### config.mk
export PLATFORM = sky130hd
export DESIGN_NAME = pqvg_interp
export DESIGN_NICKNAME = d
export VERILOG_FILES = /design/src/rtl/particle_quad_vertex_gen_top_macros.svh /design/src/rtl/pqvg_pkg.sv /design/src/rtl/pqvg_interp.sv
export SDC_FILE = /design/constraint.sdc
export NUM_CORES = 2
export LEC_CHECK = 0
export BUFFER_PORTS_ARGS = -buffer_cell sky130_fd_sc_hd__buf_2
export CORE_MARGIN = 1
export CORE_UTILIZATION = 45
export DETAILED_ROUTE_END_ITERATION = 16
export PLACE_DENSITY = 0.68
export SETUP_SLACK_MARGIN = 0.5
export SKIP_LAST_GASP = 1
export SYNTH_ARGS = -nofsm -noshare
export SYNTH_HDL_FRONTEND = slang
export SYNTH_SLANG_ARGS = --single-unit
### constraint.sdc
create_clock -name clk_i -period 10.3 [get_ports clk_i]
set_input_delay 0.515 -clock clk_i [delete_from_list [all_inputs] [get_ports clk_i]]
set_output_delay 0.515 -clock clk_i [all_outputs]
set_load 0.02 [all_outputs]
### src/rtl/particle_quad_vertex_gen_top_macros.svh
// Assertion macros for the particle quad vertex generator.
`ifndef PARTICLE_QUAD_VERTEX_GEN_TOP_MACROS_SVH
`define PARTICLE_QUAD_VERTEX_GEN_TOP_MACROS_SVH
`ifndef SYNTHESIS
`define PQVG_ASSERT(lbl, clk, rstn, prop, msg) \
  lbl: assert property (@(posedge clk) disable iff (!rstn) (prop)) else $error(msg);
`define PQVG_ASSERT_NEXT(lbl, clk, rstn, ante, cons, msg) \
  lbl: assert property (@(posedge clk) disable iff (!rstn) (ante) |=> (cons)) else $error(msg);
`else
`define PQVG_ASSERT(lbl, clk, rstn, prop, msg)
`define PQVG_ASSERT_NEXT(lbl, clk, rstn, ante, cons, msg)
`endif
`endif

### src/rtl/pqvg_pkg.sv
// Shared types, constants and corner tables of the particle quad vertex generator.
`timescale 1ns / 1ps
`default_nettype none
package pqvg_pkg;

  localparam int unsigned CoordW = 24;
  localparam int unsigned LifeW = 24;
  localparam int unsigned SizeW = 20;
  localparam int unsigned TW = 18;
  localparam int unsigned QW = 18;
  localparam int unsigned CfgIdxW = 8;
  localparam int unsigned NumCorners = 6;

  localparam logic [CfgIdxW-1:0] CfgStartSize = 8'd0;
  localparam logic [CfgIdxW-1:0] CfgEndSize = 8'd1;
  localparam logic [CfgIdxW-1:0] CfgStartColour = 8'd2;
  localparam logic [CfgIdxW-1:0] CfgEndColour = 8'd3;

  localparam logic signed [TW-1:0] TOne = 18'sd65536;
  localparam logic signed [TW-1:0] TMin = -18'sd131072;
  localparam logic [QW-1:0] QMax = 18'd196608;

  localparam logic [2:0] LastCorner = 3'd5;
  localparam logic [NumCorners-1:0] CornerU = 6'b010110;
  localparam logic [NumCorners-1:0] CornerV = 6'b110100;

  typedef struct packed {
    logic signed [CoordW-1:0] pos_x;
    logic signed [CoordW-1:0] pos_y;
    logic signed [TW-1:0]     t;
  } age_t;

  typedef struct packed {
    logic [CoordW-1:0] x_left;
    logic [CoordW-1:0] x_right;
    logic [CoordW-1:0] y_top;
    logic [CoordW-1:0] y_bottom;
    logic [7:0]        red;
    logic [7:0]        green;
    logic [7:0]        blue;
    logic [7:0]        alpha;
  } quad_t;

endpackage
`default_nettype wire

### src/rtl/pqvg_interp.sv
// Size and colour interpolation, clamping and corner coordinate saturation.
`timescale 1ns / 1ps
`default_nettype none
module pqvg_interp import pqvg_pkg::*; (
  input  wire logic             clk_i,
  input  wire logic             rst_ni,
  input  wire logic             en_i,
  input  wire logic [SizeW-1:0] start_size_i,
  input  wire logic [SizeW-1:0] end_size_i,
  input  wire logic [31:0]      start_colour_i,
  input  wire logic [31:0]      end_colour_i,
  input  wire logic             valid_i,
  input  age_t                  age_i,
  output logic                  valid_o,
  output quad_t                 quad_o
);

  logic [2:0] valid_q;

  logic signed [SizeW:0]        size_diff;
  logic signed [SizeW+TW:0]     size_prod_q;
  logic signed [8:0]            col_diff   [4];
  logic signed [26:0]           col_prod_q [4];
  logic signed [CoordW-1:0]     px_a_q, py_a_q, px_b_q, py_b_q;

  logic signed [SizeW+4:0]      size_sum;
  logic [SizeW+2:0]             half_q;
  logic signed [11:0]           col_sum  [4];
  logic [7:0]                   col_q    [4];

  logic signed [CoordW+1:0]     xl, xr, yt, yb;
  quad_t                        quad_q;

  function automatic logic [CoordW-1:0] sat_coord(input logic signed [CoordW+1:0] v);
    if (v > $signed({3'b000, {(CoordW-1){1'b1}}})) begin
      return {1'b0, {(CoordW-1){1'b1}}};
    end else if (v < -$signed({3'b001, {(CoordW-1){1'b0}}})) begin
      return {1'b1, {(CoordW-1){1'b0}}};
    end
    return v[CoordW-1:0];
  endfunction

  always_ff @(posedge clk_i or negedge rst_ni) begin
    if (!rst_ni) begin
      valid_q <= '0;
    end else if (en_i) begin
      valid_q <= {valid_q[1:0], valid_i};
    end
  end

  assign size_diff = $signed({1'b0, end_size_i}) - $signed({1'b0, start_size_i});

  for (genvar c = 0; c < 4; c++) begin : g_chan
    assign col_diff[c] = $signed({1'b0, end_colour_i[31-8*c -: 8]})
                       - $signed({1'b0, start_colour_i[31-8*c -: 8]});
    assign col_sum[c]  = $signed({4'b0000, start_colour_i[31-8*c -: 8]})
                       + $signed({col_prod_q[c][26], col_prod_q[c][26:16]});

    always_ff @(posedge clk_i) begin
      if (en_i) begin
        col_prod_q[c] <= col_diff[c] * age_i.t;
        if (col_sum[c] < 0) begin
          col_q[c] <= 8'd0;
        end else if (col_sum[c] > 12'sd255) begin
          col_q[c] <= 8'd255;
        end else begin
          col_q[c] <= col_sum[c][7:0];
        end
      end
    end
  end

  assign size_sum = $signed({5'b00000, start_size_i})
                  + $signed({{2{size_prod_q[SizeW+TW]}}, size_prod_q[SizeW+TW:16]});

  always_ff @(posedge clk_i) begin
    if (en_i) begin
      size_prod_q <= size_diff * age_i.t;
      px_a_q      <= age_i.pos_x;
      py_a_q      <= age_i.pos_y;
      px_b_q      <= px_a_q;
      py_b_q      <= py_a_q;
      half_q      <= (size_sum < 0) ? '0 : size_sum[SizeW+3:1];
    end
  end

  assign xl = $signed({{2{px_b_q[CoordW-1]}}, px_b_q}) - $signed({3'b000, half_q});
  assign xr = $signed({{2{px_b_q[CoordW-1]}}, px_b_q}) + $signed({3'b000, half_q});
  assign yt = $signed({{2{py_b_q[CoordW-1]}}, py_b_q}) - $signed({3'b000, half_q});
  assign yb = $signed({{2{py_b_q[CoordW-1]}}, py_b_q}) + $signed({3'b000, half_q});

  always_ff @(posedge clk_i) begin
    if (en_i) begin
      quad_q.x_left   <= sat_coord(xl);
      quad_q.x_right  <= sat_coord(xr);
      quad_q.y_top    <= sat_coord(yt);
      quad_q.y_bottom <= sat_coord(yb);
      quad_q.red      <= col_q[0];
      quad_q.green    <= col_q[1];
      quad_q.blue     <= col_q[2];
      quad_q.alpha    <= col_q[3];
    end
  end

  assign valid_o = valid_q[2];
  assign quad_o  = quad_q;

endmodule
`default_nettype wire

# Word level (Yosys, flattened, before mapping)
# Memory sizes are Yosys's and may differ from the RTL's. A register that Yosys moved wholly into a read port is not among the register bits.
# Index checks and enable logic that the tools add are counted.
# totals
ff_bits,257
ramBits,140
inputBits,174
output_inout_bits,129
elab_cells,135
mem_count,2
# memory_table
memory,words,word_bits,rd,rd_clocked_by_memory_dff,write_ports,line,text
col_prod_q,4,27,4,0,4,pqvg_interp.sv:23,logic signed [26:0] col_prod_q [4];
col_q,4,8,4,4,4,pqvg_interp.sv:29,logic [7:0] col_q [4];
# classes
addsub,14
multipliers,5
magnitude_cmp,17
n_mux,78
bitwise,8
# ops
op,n
$mux W24,12
$mul A9 B18 Y27,4
$gt A25 B24 Y1 const B,4
$lt A25 B24 Y1 const B,4
$mux W8,8
$mux W1,58
$add A24 B24 Y25,2
$sub A24 B24 Y25,2
$add A9 B11 Y12,4
$gt A12 B9 Y1 const B,4
$lt A12 B1 Y1 const B,4
$mul A21 B18 Y39,1
$sub A8 B8 Y9,4
$add A21 B23 Y24,1
$lt A24 B1 Y1 const B,1
$sub A20 B20 Y21,1
$or A1 B1 Y1,8

# Logic depth before layout (Yosys ltp)
# logic_depth
word_depth,8
mapped_depth,35
depth_no_buf,34

# Worst setup path after synthesis
# Ideal clock, no wire load.
# synth_timing
kind,input to register
start,input port start_size_i[2]
end,register size_prod_q[37] (data pin)
setup_time_ps,262
t_arrival_ps,7977
required_ps,10038
path_slack_ps,2061
path_stages,31
n_path_buf,1
cell_sequence,inv_1 ha_1 nor2b_1 o21ai_0 a21boi_1 o211ai_1 a21oi_1 nor3_1 o311ai_0 a21oi_1 buf_2 nand2_1 fa_1 fa_1 inv_1 fa_1 fa_1 fa_1 inv_1 fa_1 inv_1 ha_1 a21o_1 a21o_1 a21o_1 a21o_1 a21o_1 nor2b_1 a211oi_1 o21bai_1 xor2_1
# synth_between
elab_chain_len,2
# synth_lines
element,line,text
"start, declared",pqvg_interp.sv:8,"input wire logic [SizeW-1:0] start_size_i,"
$sub A20 B20 Y21,pqvg_interp.sv:51,"assign size_diff = $signed({1'b0, end_size_i}) - $signed({1'b0, start_size_i});"
$mul A21 B18 Y39,pqvg_interp.sv:78,size_prod_q <= size_diff * age_i.t;
"end signal, assigned",pqvg_interp.sv:78,
"end, declared",pqvg_interp.sv:21,logic signed [SizeW+TW:0] size_prod_q;
# No other way between the ends.
# A chain may end at the register's enable or synchronous reset.

# Worst setup path after layout
# layout_timing
start,input port start_size_i[0]
end,register size_prod_q[31] (data pin)
# The elaborated chain is that of the path after synthesis.

==> flow_summary.yaml <==
routing:
  totalWireLength_um: 141400
  viasPerCell: 5.299
  wl_per_cell_um: 18.66
  maxUsedRoutingLayer: "met5"
  vias: 40155
  dr.pass1.iters: 6
  wl_met2_um: 70360
  drcViolationCount: 0
  m1WireLength_um: 58170
  dr_wl_met3_um: 7144
  ant_nets: 0
  first_iter_violations: 2587
floorplan:
  die_area_mm2: 0.1244
  start_util_pct: 45.42
  die-height_um: 352.7
  rows: 128
  fp.dieW_um: 352.7
  io_pins: 303
  core_mm2: 0.1219
sta:
  rsz0062_at_grt: "false"
  fmax_mhz: 114.7
  fin_skew_ns: 0.04756
  drv_slew: 0
  slew_headroom_pct: 30.10
  tns_ns: 0
  hold_viol: 0
  min_period_over_period_pct: 84.65
  tightest_slew_ns: 1.041
  setup_viol: 0
  fin_crit_ns: 8.719
worst_setup_path:
  cp.required_ns: 10.69
  end_kind: "register"
  worst-path-buf-inv: 6
  cpPeakStageDelay_ns: 0.71
  start_kind: "input pin"
  slowest_stage: "fa_1"
  worstPathArrival_ns: 9.11
  r2r_cells: 11
  cp.depth: 31
  cp_max_fo: 25
  path_class: "in -> reg"
  crit_family: "adder cells"
  cpMostUsedCell: "fa_1"
final_layout:
  final_common_cell: "inv_1"
  fillers: 11147
  drive_gt1_share_pct: 8.825
  nets: 7502
  final_cell_mix: "inv_1 (1142), fa_1 (918), nand2_1 (618)"
  area_growth_pct: 8.449
synthesis:
  synthArstFlopShare_pct: 0.8596
  synth_edf_count: 346
  syn_area_per_cell_um2: 9.684
  yosysWarnings: 0
  ys_ff_latch: 349
  syn_area_mm2: 0.05536
  ys_types: 103
  synthesis.nets: 7301
  seq_area_frac_synth_pct: 18.91
  synth_cells: 5716
  synthFlopType: "edfxtp_1"
clock_tree:
  htree_levels: 2
  cts_made_buffers: 40
  clk_pin_slew_ns: 0.06
  insertion_delay_ns: 0.65
  cts-resized-gates: 0
  cts_root_buf: "clkbuf_16"
  clockBufferDepth: 3
  cts_tree: "yes"
  clock-sinks: 349
run_status:
  status: "finished clean"
hold_path:
  hold_class: "in -> reg"
  hold_depth: 1
placed_design:
  dpl.hpwl_um: 110100
  port_buffers: 302
  gp_congestion: 0.9104
global_route:
  grt_pass1_vias: 42383
  overflow: 0
  grt_max_degree: 75
  antenna_found_initial: 6
  grt_pass1_wl_um: 228000
  grt.total_usage_pct: 23.15
flow_run:
  maxCapViolations: 0
## metrics by stage
stage               hold slack (ns)  instances  setup WS, ns  utilization, %  instance area (um^2)
floorplan                    0.2194       5716         2.061               -                 55360
global placement             0.3126       7499         1.152           48.16                 58700
detailed placement           0.3174       7499        0.9873           48.16                 58700
CTS                         0.01001       7574         1.622           49.25                 60020
global route                0.02079       7577         1.042           49.25                 60030
finish                      0.04243       7578         1.581           49.26                 60030
## worst register-to-register path: cells and delay by family, from the launching register on
family	cells	cell delay (ns)
AOI/OAI and AO/OA	5	1.71
muxes	1	0.43
and+or+nand+nor	3	1.24
adders and majority gates	1	0.30
buffers and inverters	1	0.30
DFF	1	0.55
## per-layer routing
metal	vias to the layer above	GRT usage (%)
met5	-	0
met4	4	9.270
met3	248	2.284
met2	1143	40.28
met1	20383	29.59
li1	18377	-
## registers in the layout (all words and copies together), names as in the netlist
register,cells
quad_o,128
py_a_q,24
px_a_q,24
size_prod_q,23
col_prod_q,44
half_q,23
px_b_q,24
col_q,32
valid_q,3
py_b_q,24
## synthesized netlist by cell type (8+ instances only)
master     number  area, um^2
o221ai_1        9       78.83
o2111ai_1       9       78.83
o21ai_0       120       600.6
nor2_1        189       709.4
buf_1          10       37.54
xnor2_1       178        1559
or4b_1         12       120.1
a31oi_1        24       150.1
ha_1          493        6168
nand4_1        14       87.58
or3_1          17       106.4
nand3b_1        8       60.06
xor2_1         52       455.4
mux2_2         10       112.6
a21boi_0        9       67.56
a211oi_1       33       247.7
nand3_1        35       175.2
clkbuf_1      194       728.2
o22ai_1        11       68.82
nor3_1         67       335.3
o311ai_1       10       87.58
o31ai_1        12       90.09
o211ai_1       11       82.58
nor2b_1        45       281.5
fa_1          918       18380
buf_2          24       120.1
and2_1        374        2340
nand2b_1      162        1013
nand2_1       618        2320
o21a_1         61       457.9
a21oi_1       197       986.0
edfxtp_1      346       10390
or2_2           8       50.05
o21bai_1       40       300.3
nor4_1         12       75.07
and3_1         14       87.58
inv_1        1142        4287
a21o_1         72       540.5
## cells by family (layout without fill, tap and decap cells)
kind of cell / Yosys count / in the layout / synth area share [%]
simple gates: 1615 / 1615 / 14.67
fa+ha+maj: 1412 / 1412 / 44.36
buf+inv: 1382 / 1615 / 9.493
compound gates: 713 / 713 / 8.646
flops: 349 / 349 / 18.91
xor+xnor: 230 / 230 / 3.639
mux: 14 / 14 / 0.2758
other cells: 1 / 5 / 0.006774
## final timing paths
path                            startpoint  slack [ns]              end
min in group asynchronous           rst_ni        0.24       valid_q[2]
setup reg to reg                 half_q[1]        5.41       quad_o[37]
setup / recovery           start_size_i[0]        1.58  size_prod_q[31]
hold reg to reg                  py_a_q[4]        0.38        py_b_q[4]
max in group asynchronous           rst_ni        9.95       valid_q[0]
hold / removal                   age_i[30]        0.04       py_a_q[12]
## area by class of cell
| cell class | instances | area, um^2 | area share, % |
|---|---|---|---|
| repair buffers | 397 | 2237 | 3.727 |
| clock inverters | 26 | 286.5 | 0.4773 |
| multi-input cells | 3985 | 39680 | 66.09 |
| diodes | 4 | 10.01 | 0.01667 |
| flip-flops and latches | 349 | 10470 | 17.43 |
| well taps | 1625 | 2033 | 3.387 |
| inverters | 1144 | 4294 | 7.153 |
| clock buffers | 48 | 1031 | 1.717 |
## what timing repair did
item,4_1_cts,5_1_grt
buffers inserted,0,0
hold endpoints to repair,3,0
hold buffers,1,0
Power is not shown: default switching activity piles up to over one toggle a cycle in this logic, so the estimate is an artifact.
