## src/rtl/particle_quad_vertex_gen_top_macros.svh

```systemverilog
// Assertion macros for the particle quad vertex generator.
`ifndef PARTICLE_QUAD_VERTEX_GEN_TOP_MACROS_SVH
`define PARTICLE_QUAD_VERTEX_GEN_TOP_MACROS_SVH
`ifndef SYNTHESIS
`define PQVG_ASSERT(lbl, clk, rstn, prop, msg) \
  lbl: assert property (@(posedge clk) disable iff (!rstn) (prop)) else $error(msg);
`define PQVG_ASSERT_NEXT(lbl, clk, rstn, ante, cons, msg) \
  lbl: assert property (@(posedge clk) disable iff (!rstn) (ante) |=> (cons)) else $error(msg);
`else
`define PQVG_ASSERT(lbl, clk, rstn, prop, msg)
`define PQVG_ASSERT_NEXT(lbl, clk, rstn, ante, cons, msg)
`endif
`endif

```

## src/rtl/pqvg_pkg.sv

```systemverilog
// Shared types, constants and corner tables of the particle quad vertex generator.
`timescale 1ns / 1ps
`default_nettype none
package pqvg_pkg;

  localparam int unsigned CoordW = 24;
  localparam int unsigned LifeW = 24;
  localparam int unsigned SizeW = 20;
  localparam int unsigned TW = 18;
  localparam int unsigned QW = 18;
  localparam int unsigned CfgIdxW = 8;
  localparam int unsigned NumCorners = 6;

  localparam logic [CfgIdxW-1:0] CfgStartSize = 8'd0;
  localparam logic [CfgIdxW-1:0] CfgEndSize = 8'd1;
  localparam logic [CfgIdxW-1:0] CfgStartColour = 8'd2;
  localparam logic [CfgIdxW-1:0] CfgEndColour = 8'd3;

  localparam logic signed [TW-1:0] TOne = 18'sd65536;
  localparam logic signed [TW-1:0] TMin = -18'sd131072;
  localparam logic [QW-1:0] QMax = 18'd196608;

  localparam logic [2:0] LastCorner = 3'd5;
  localparam logic [NumCorners-1:0] CornerU = 6'b010110;
  localparam logic [NumCorners-1:0] CornerV = 6'b110100;

  typedef struct packed {
    logic signed [CoordW-1:0] pos_x;
    logic signed [CoordW-1:0] pos_y;
    logic signed [TW-1:0]     t;
  } age_t;

  typedef struct packed {
    logic [CoordW-1:0] x_left;
    logic [CoordW-1:0] x_right;
    logic [CoordW-1:0] y_top;
    logic [CoordW-1:0] y_bottom;
    logic [7:0]        red;
    logic [7:0]        green;
    logic [7:0]        blue;
    logic [7:0]        alpha;
  } quad_t;

endpackage
`default_nettype wire

```

## src/rtl/pqvg_div.sv

```systemverilog
// Pipelined restoring divider that turns remaining and total life into the age t.
`timescale 1ns / 1ps
`default_nettype none
module pqvg_div import pqvg_pkg::*; (
  input  wire logic                     clk_i,
  input  wire logic                     rst_ni,
  input  wire logic                     en_i,
  input  wire logic                     valid_i,
  input  wire logic signed [CoordW-1:0] pos_x_i,
  input  wire logic signed [CoordW-1:0] pos_y_i,
  input  wire logic [LifeW-1:0]         life_left_i,
  input  wire logic [LifeW-1:0]         life_total_i,
  output logic                          valid_o,
  output age_t                          age_o
);

  logic                     valid_q [0:QW];
  logic [LifeW-1:0]         rem_q   [0:QW];
  logic [LifeW-1:0]         life_q  [0:QW];
  logic [LifeW-1:0]         total_q [0:QW];
  logic [QW-1:0]            quo_q   [0:QW];
  logic                     zero_q  [0:QW];
  logic                     ovf_q   [0:QW];
  logic signed [CoordW-1:0] px_q    [0:QW];
  logic signed [CoordW-1:0] py_q    [0:QW];

  logic   out_valid_q;
  age_t   age_q;
  age_t   age_d;

  always_ff @(posedge clk_i or negedge rst_ni) begin
    if (!rst_ni) begin
      valid_q[0] <= 1'b0;
    end else if (en_i) begin
      valid_q[0] <= valid_i;
    end
  end

  always_ff @(posedge clk_i) begin
    if (en_i) begin
      rem_q[0]   <= {2'b00, life_left_i[LifeW-1:2]};
      life_q[0]  <= life_left_i;
      total_q[0] <= life_total_i;
      quo_q[0]   <= '0;
      zero_q[0]  <= (life_total_i == '0);
      ovf_q[0]   <= ({2'b00, life_left_i} >= {life_total_i, 2'b00});
      px_q[0]    <= pos_x_i;
      py_q[0]    <= pos_y_i;
    end
  end

  for (genvar i = 0; i < QW; i++) begin : g_step
    logic              nbit;
    logic [LifeW:0]    shifted;
    logic [LifeW:0]    diff;
    logic              fits;

    if (QW - 1 - i >= 16) begin : g_life_bit
      assign nbit = life_q[i][QW - 1 - i - 16];
    end else begin : g_zero_bit
      assign nbit = 1'b0;
    end

    assign shifted = {rem_q[i], nbit};
    assign diff    = shifted - {1'b0, total_q[i]};
    assign fits    = (shifted >= {1'b0, total_q[i]});

    always_ff @(posedge clk_i or negedge rst_ni) begin
      if (!rst_ni) begin
        valid_q[i+1] <= 1'b0;
      end else if (en_i) begin
        valid_q[i+1] <= valid_q[i];
      end
    end

    always_ff @(posedge clk_i) begin
      if (en_i) begin
        rem_q[i+1]   <= fits ? diff[LifeW-1:0] : shifted[LifeW-1:0];
        quo_q[i+1]   <= {quo_q[i][QW-2:0], fits};
        life_q[i+1]  <= life_q[i];
        total_q[i+1] <= total_q[i];
        zero_q[i+1]  <= zero_q[i];
        ovf_q[i+1]   <= ovf_q[i];
        px_q[i+1]    <= px_q[i];
        py_q[i+1]    <= py_q[i];
      end
    end
  end

  always_comb begin
    age_d.pos_x = px_q[QW];
    age_d.pos_y = py_q[QW];
    if (zero_q[QW]) begin
      age_d.t = TOne;
    end else if (ovf_q[QW] || (quo_q[QW] > QMax)) begin
      age_d.t = TMin;
    end else begin
      age_d.t = TOne - $signed(quo_q[QW]);
    end
  end

  always_ff @(posedge clk_i or negedge rst_ni) begin
    if (!rst_ni) begin
      out_valid_q <= 1'b0;
    end else if (en_i) begin
      out_valid_q <= valid_q[QW];
    end
  end

  always_ff @(posedge clk_i) begin
    if (en_i) begin
      age_q <= age_d;
    end
  end

  assign valid_o = out_valid_q;
  assign age_o   = age_q;

endmodule
`default_nettype wire

```

## config.mk

```make
export PLATFORM = sky130hd
export DESIGN_NAME = pqvg_div
export DESIGN_NICKNAME = d
export VERILOG_FILES = /design/src/rtl/particle_quad_vertex_gen_top_macros.svh /design/src/rtl/pqvg_pkg.sv /design/src/rtl/pqvg_div.sv
export SDC_FILE = /design/constraint.sdc
export NUM_CORES = 2
export LEC_CHECK = 0
export ABC_AREA = 1
export BUFFER_PORTS_ARGS = -buffer_cell sky130_fd_sc_hd__buf_4
export CAP_MARGIN = 20
export CORE_MARGIN = 8
export CORE_UTILIZATION = 48
export CTS_CLUSTER_SIZE = 28
export DETAILED_ROUTE_END_ITERATION = 10
export HOLD_SLACK_MARGIN = 0.15
export PLACE_DENSITY_LB_ADDON = 0.12
export SYNTH_ARGS = -nofsm -noshare
export SYNTH_HDL_FRONTEND = slang
export SYNTH_SLANG_ARGS = --single-unit
```

## constraint.sdc

```tcl
create_clock -name clk_i -period 3.8 [get_ports clk_i]
set_input_delay 0.19 -clock clk_i [delete_from_list [all_inputs] [get_ports clk_i]]
set_output_delay 0.19 -clock clk_i [all_outputs]
set_load 0.05 [all_outputs]
```

* Yosys cells after proc, flatten, opt, wreduce, memory -nomap -nowiden
Memories as Yosys holds them, arrays and structs flattened. A register that Yosys moved wholly into a read port is not among the register bits. Index checks and enable logic that the tools add are counted.
Word-level totals: logic and storage cells 93, memory bits (writable) 2660, flip-flop bits (word level) 38, output and inout port bits 67, memories 8
Memories:
- life_q | words 19, bits a word 24, read ports 18, clocked after Yosys merged registers in 0, write ports 19, line pqvg_div.sv:19 | logic [LifeW-1:0] life_q [0:QW];
- px_q | words 19, bits a word 24, read ports 19, clocked after Yosys merged registers in 1, write ports 19, line pqvg_div.sv:24 | logic signed [CoordW-1:0] px_q [0:QW];
- py_q | words 19, bits a word 24, read ports 19, clocked after Yosys merged registers in 1, write ports 19, line pqvg_div.sv:25 | logic signed [CoordW-1:0] py_q [0:QW];
- rem_q | words 19, bits a word 24, read ports 18, clocked after Yosys merged registers in 0, write ports 19, line pqvg_div.sv:18 | logic [LifeW-1:0] rem_q [0:QW];
- total_q | words 19, bits a word 24, read ports 18, clocked after Yosys merged registers in 0, write ports 19, line pqvg_div.sv:20 | logic [LifeW-1:0] total_q [0:QW];
- quo_q | words 19, bits a word 18, read ports 19, clocked after Yosys merged registers in 0, write ports 19, line pqvg_div.sv:21 | logic [QW-1:0] quo_q [0:QW];
- +2 memories
Cells by class: reduce and logical (&&, ||, !) cells 3, multiplexer cells 21, magnitude comparators 20, add/subtract/negate cells 19
Operator list (number):
- $ge 25x24->1 | 18
- $mux 24 | 18
- $sub 24x24->24 | 18
- $ge 24x26->1 | 1
- $logic_not 24->1 | 1
- $gt 18x18->1 const B | 1
- $mux 18 | 1
- $sub 18x18->18 const A | 1
- $mux 1 | 2
- $reduce_or 2->1 | 1
- $logic_or 1x1->1 | 1

* Longest topological paths before layout
An unclocked memory read counts as a cell.
depth after elaboration 4, depth in mapped cells 15, gate-level depth less buffers 14

* Least setup slack after synthesis
No wires, ideal clock.
path type register -> register, start memory rem_q[14][11], end memory rem_q[15][17] (data pin), library setup time 0.253 ns, slack 1.812 ns, arrival 1.735 ns, required time 3.547 ns, buffers on the path 1, cell stages (with the launch flop) 13, path through edfxtp_1 ha_1 nand2_1 inv_1 nand2_1 nand2_1 nand2_1 nand2_1 a21oi_2 nand3_2 buf_6 nand2_1 nand2_1
RTL lines (line):
- from (decl) | pqvg_div.sv:18

==> impl_metrics.env <==
export IMPL_clk_pin_slew_worst_paths_ns=0.06
export IMPL_insertion_delay_ns=0.89
export IMPL_ys_types=42
export IMPL_hp_class="in2reg"
export IMPL_syn_area_sq_mm=0.103
export IMPL_via_per_inst=5.09
export IMPL_fin_area_sq_mm=0.117
export IMPL_fin_util_pct=54.7
export IMPL_ys_async_sr_fraction_pct=0.965
export IMPL_gp_congestion=0.952
export IMPL_tightest_slew_ns=1.08
export IMPL_cp_arrival_ns=3.73
export IMPL_status="completed"
export IMPL_crit_top_cell="nand2_1"
export IMPL_first_global_vias=70385
export IMPL_drt_pre_antenna_iters=8
export IMPL_grt_pass1_wl_mm=433
export IMPL_critPathCapture="rem_q[15][19]$_DFFE_PP_"
export IMPL_drive_gt1_share_pct=6.63
export IMPL_antenna_found_initial=9
export IMPL_clkSinkCount=2072
export IMPL_syn_num_nets=11160
export IMPL_synth_top_area_share_pct=60.0
export IMPL_powerDensity_mw_per_mm2=712
export IMPL_final_max_slew_viol_count=0
export IMPL_max_cap_viol_count=0
export IMPL_cts_made_buffers=214
export IMPL_fillers=18857
export IMPL_r2r_start="total_q[14][4]$_DFFE_PP_"
export IMPL_grt_usage_pct=24.6
export IMPL_coreArea_sq_mm=0.214
export IMPL_fin_nets=11723
export IMPL_slowest_delay_ns=0.51
export IMPL_finalHoldViolations=0
export IMPL_final_setup_worst_slack_ns=0.753
export IMPL_preCtsSetupSlack_ns=0.698
export IMPL_fp_row_count=170
export IMPL_maxSlewHeadroom_pct=27.5
export IMPL_cts_resized=0
export IMPL_endpoint_kind="register"
export IMPL_synth_area_per_cell_sq_um=9.70
export IMPL_fin_crit_ns=3.05
export IMPL_cts_buffer_depth=3
export IMPL_skew_ns=0.0765
export IMPL_post_synth_top_count_cell="nand2_1"
export IMPL_cp_cell_sequence="inv_1 > ha_1 > nand2_1 > inv_2 > nand2_1 > nor3b_1 > nand3_1 > nand3_2 > buf_4 > nand2_1 > nand2_1"
export IMPL_h_tree_depth=4
export IMPL_io_buffer_count=166
export IMPL_synth_edf_count=2052
export IMPL_slowest_stage="edfxtp_1"
export IMPL_post_dp_cell_area_sq_mm=0.108
export IMPL_p_leak_nw=54.3
export IMPL_cts_setup_buffers=0
export IMPL_ys_ff_latch=2072
export IMPL_cp_start_kind="register"
export IMPL_multiInputGateArea_sq_mm=0.0321
export IMPL_dp_hpwl_mm=222
export IMPL_syn_inst=10590
export IMPL_rsz0062_at_grt="false"
export IMPL_synth_top_area_cell="edfxtp_1"
export IMPL_wl_per_cell_microns=20.4
export IMPL_crit_type="reg2reg"
export IMPL_num_vias=72119
export IMPL_ios=167
export IMPL_yosys_warnings=0
export IMPL_ys_flop_type="edfxtp_1"
export IMPL_reg2reg_depth=11
export IMPL_fmax_ghz=0.328
export IMPL_syn_to_final_growth_pct=13.8
export IMPL_cp_required_ns=4.48
export IMPL_rr_endpoint="rem_q[15][19]$_DFFE_PP_"
export IMPL_crit_path_max_fanout=24
export IMPL_worstSetupStartpoint="total_q[14][4]$_DFFE_PP_"
export IMPL_die_height_microns=479
export IMPL_routed_wl_mm=289
export IMPL_cts_root_buf="clkbuf_16"
export IMPL_tns_ns=0
export IMPL_yosys_top_cells_count="nand2_1 (3752), edfxtp_1 (2052), inv_1 (2015), nor2_1 (523), nand4_1 (510)"
export IMPL_dieArea_sq_mm=0.229
export IMPL_min_period_over_period_pct=80.2
export IMPL_cts_tree="yes"
export IMPL_reg2reg_slack_ns=0.75
export IMPL_p_total_mw=83.2
export IMPL_ir_drop_v=0.000517
export IMPL_die_w_microns=479
export IMPL_start_util_pct=48.1
export IMPL_ant_nets=0
export IMPL_drt_iter0_drc=5821
export IMPL_drc=0
export IMPL_yosysSeqAreaShare_pct=60.4
export IMPL_setup_viol=0
export IMPL_grt_max_degree=126
export IMPL_synthTopCellsByArea="edfxtp_1 (60%), nand2_1 (14%), inv_1 (7.4%)"
export IMPL_seq_area_sq_mm=0.0621
export IMPL_globalRouteOverflowTotal=0
## flip-flops by register name (all words and copies together) (netlist names), 19 cells and up
signal / flops
age_o: 66
life_q: 24
ovf_q: 19
px_q: 456
py_q: 456
quo_q: 171
rem_q: 409
total_q: 432
valid_q: 19
zero_q: 19
## worst max-delay path, delay by kind of cell, from the launching register on
kind	cells	cell delay, ns
flip-flops	1	0.51
buffers and inverters	3	0.52
AND/OR/NAND/NOR	7	1.47
adder cells (fa/ha/maj)	1	0.38
## area by class of cell
| cell class | instances | share of cell area (%) |
|---|---|---|
| Antenna cell | 10 | 0.0214 |
| Clock buffer | 250 | 4.69 |
| Clock inverter | 147 | 1.32 |
| Inverter | 2039 | 6.54 |
| Multi-Input combinational cell | 6337 | 27.5 |
| Sequential cell | 2072 | 53.1 |
| Tap cell | 2838 | 3.04 |
| Timing Repair Buffer | 489 | 3.81 |
## kinds of logic (layout without fill, tap and decap cells)
family / after synthesis / in the layout / share of synthesized area [%]
simple gates: 5423 / 5423 / 22.4
buf+inv: 2181 / 2925 / 8.31
flops: 2072 / 2072 / 60.4
fa+ha+maj: 470 / 470 / 5.85
compound gates: 262 / 262 / 1.48
xor+xnor: 182 / 182 / 1.55
other cells: 0 / 10 / 0
## layout by cell type (no fill, tap or decap), types with 48 or more instances in the layout
| master | synthesis | layout |
|---|---|---|
| inv_1 | 2015 | 2015 |
| nand3_1 | 436 | 436 |
| ha_1 | 453 | 453 |
| clkbuf_16 | 0 | 214 |
| nor2_1 | 523 | 523 |
| nand2_1 | 3752 | 3752 |
| clkinv_1 | 0 | 48 |
| a21oi_1 | 195 | 195 |
| nand4_1 | 510 | 510 |
| buf_4 | 0 | 271 |
| dlygate4sd3_1 | 0 | 195 |
| xor2_1 | 164 | 164 |
| edfxtp_1 | 2052 | 2052 |
## per-stage QoR
stage,hold slack [ns],cells
final,0.233,14182
after global routing,0.150,14178
after CTS,0.157,14171
after detailed placement,0.0839,13580
after global placement,0.0916,13580
after floorplan,-0.106,10590
## how the worst min path moves through the flow
stage	start	end	depth (start not counted)	slack, ns
after detailed placement	rst_ni	valid_q[18]$_DFFE_PN0P_	1	0.08
after global routing	pos_y_i[6]	py_q[0][6]$_DFFE_PP_	2	0.15
after floorplan	rst_ni	valid_o$_DFFE_PN0P_	0	-0.11
after CTS	pos_y_i[6]	py_q[0][6]$_DFFE_PP_	2	0.16
after global placement	rst_ni	valid_q[18]$_DFFE_PN0P_	1	0.09
final	pos_y_i[6]	py_q[0][6]$_DFFE_PP_	2	0.23
## metal layers
metal / GRT usage (%) / part of all wire [%] / vias to the layer above
met2: 42.1 / 48 / 1895
met5: 0 / 0 / -
met3: 3.03 / 4.5 / 465
met1: 32.8 / 44 / 34214
li1: - / - / 35545
met4: 7.87 / 3.5 / 0
## where the power goes
group,internal [mW],switching (mW)
Combinational,9.47,20.4
Sequential,29.8,2.73
Clock,11.7,9.08
Total,51.0,32.2
## what timing repair did
action                                  4_1_cts  5_1_grt
hold buffers                                194        1
endpoints found under the hold margin       320        1
endpoints found under the setup margin        0        0
(Power assumes the default switching activity.)
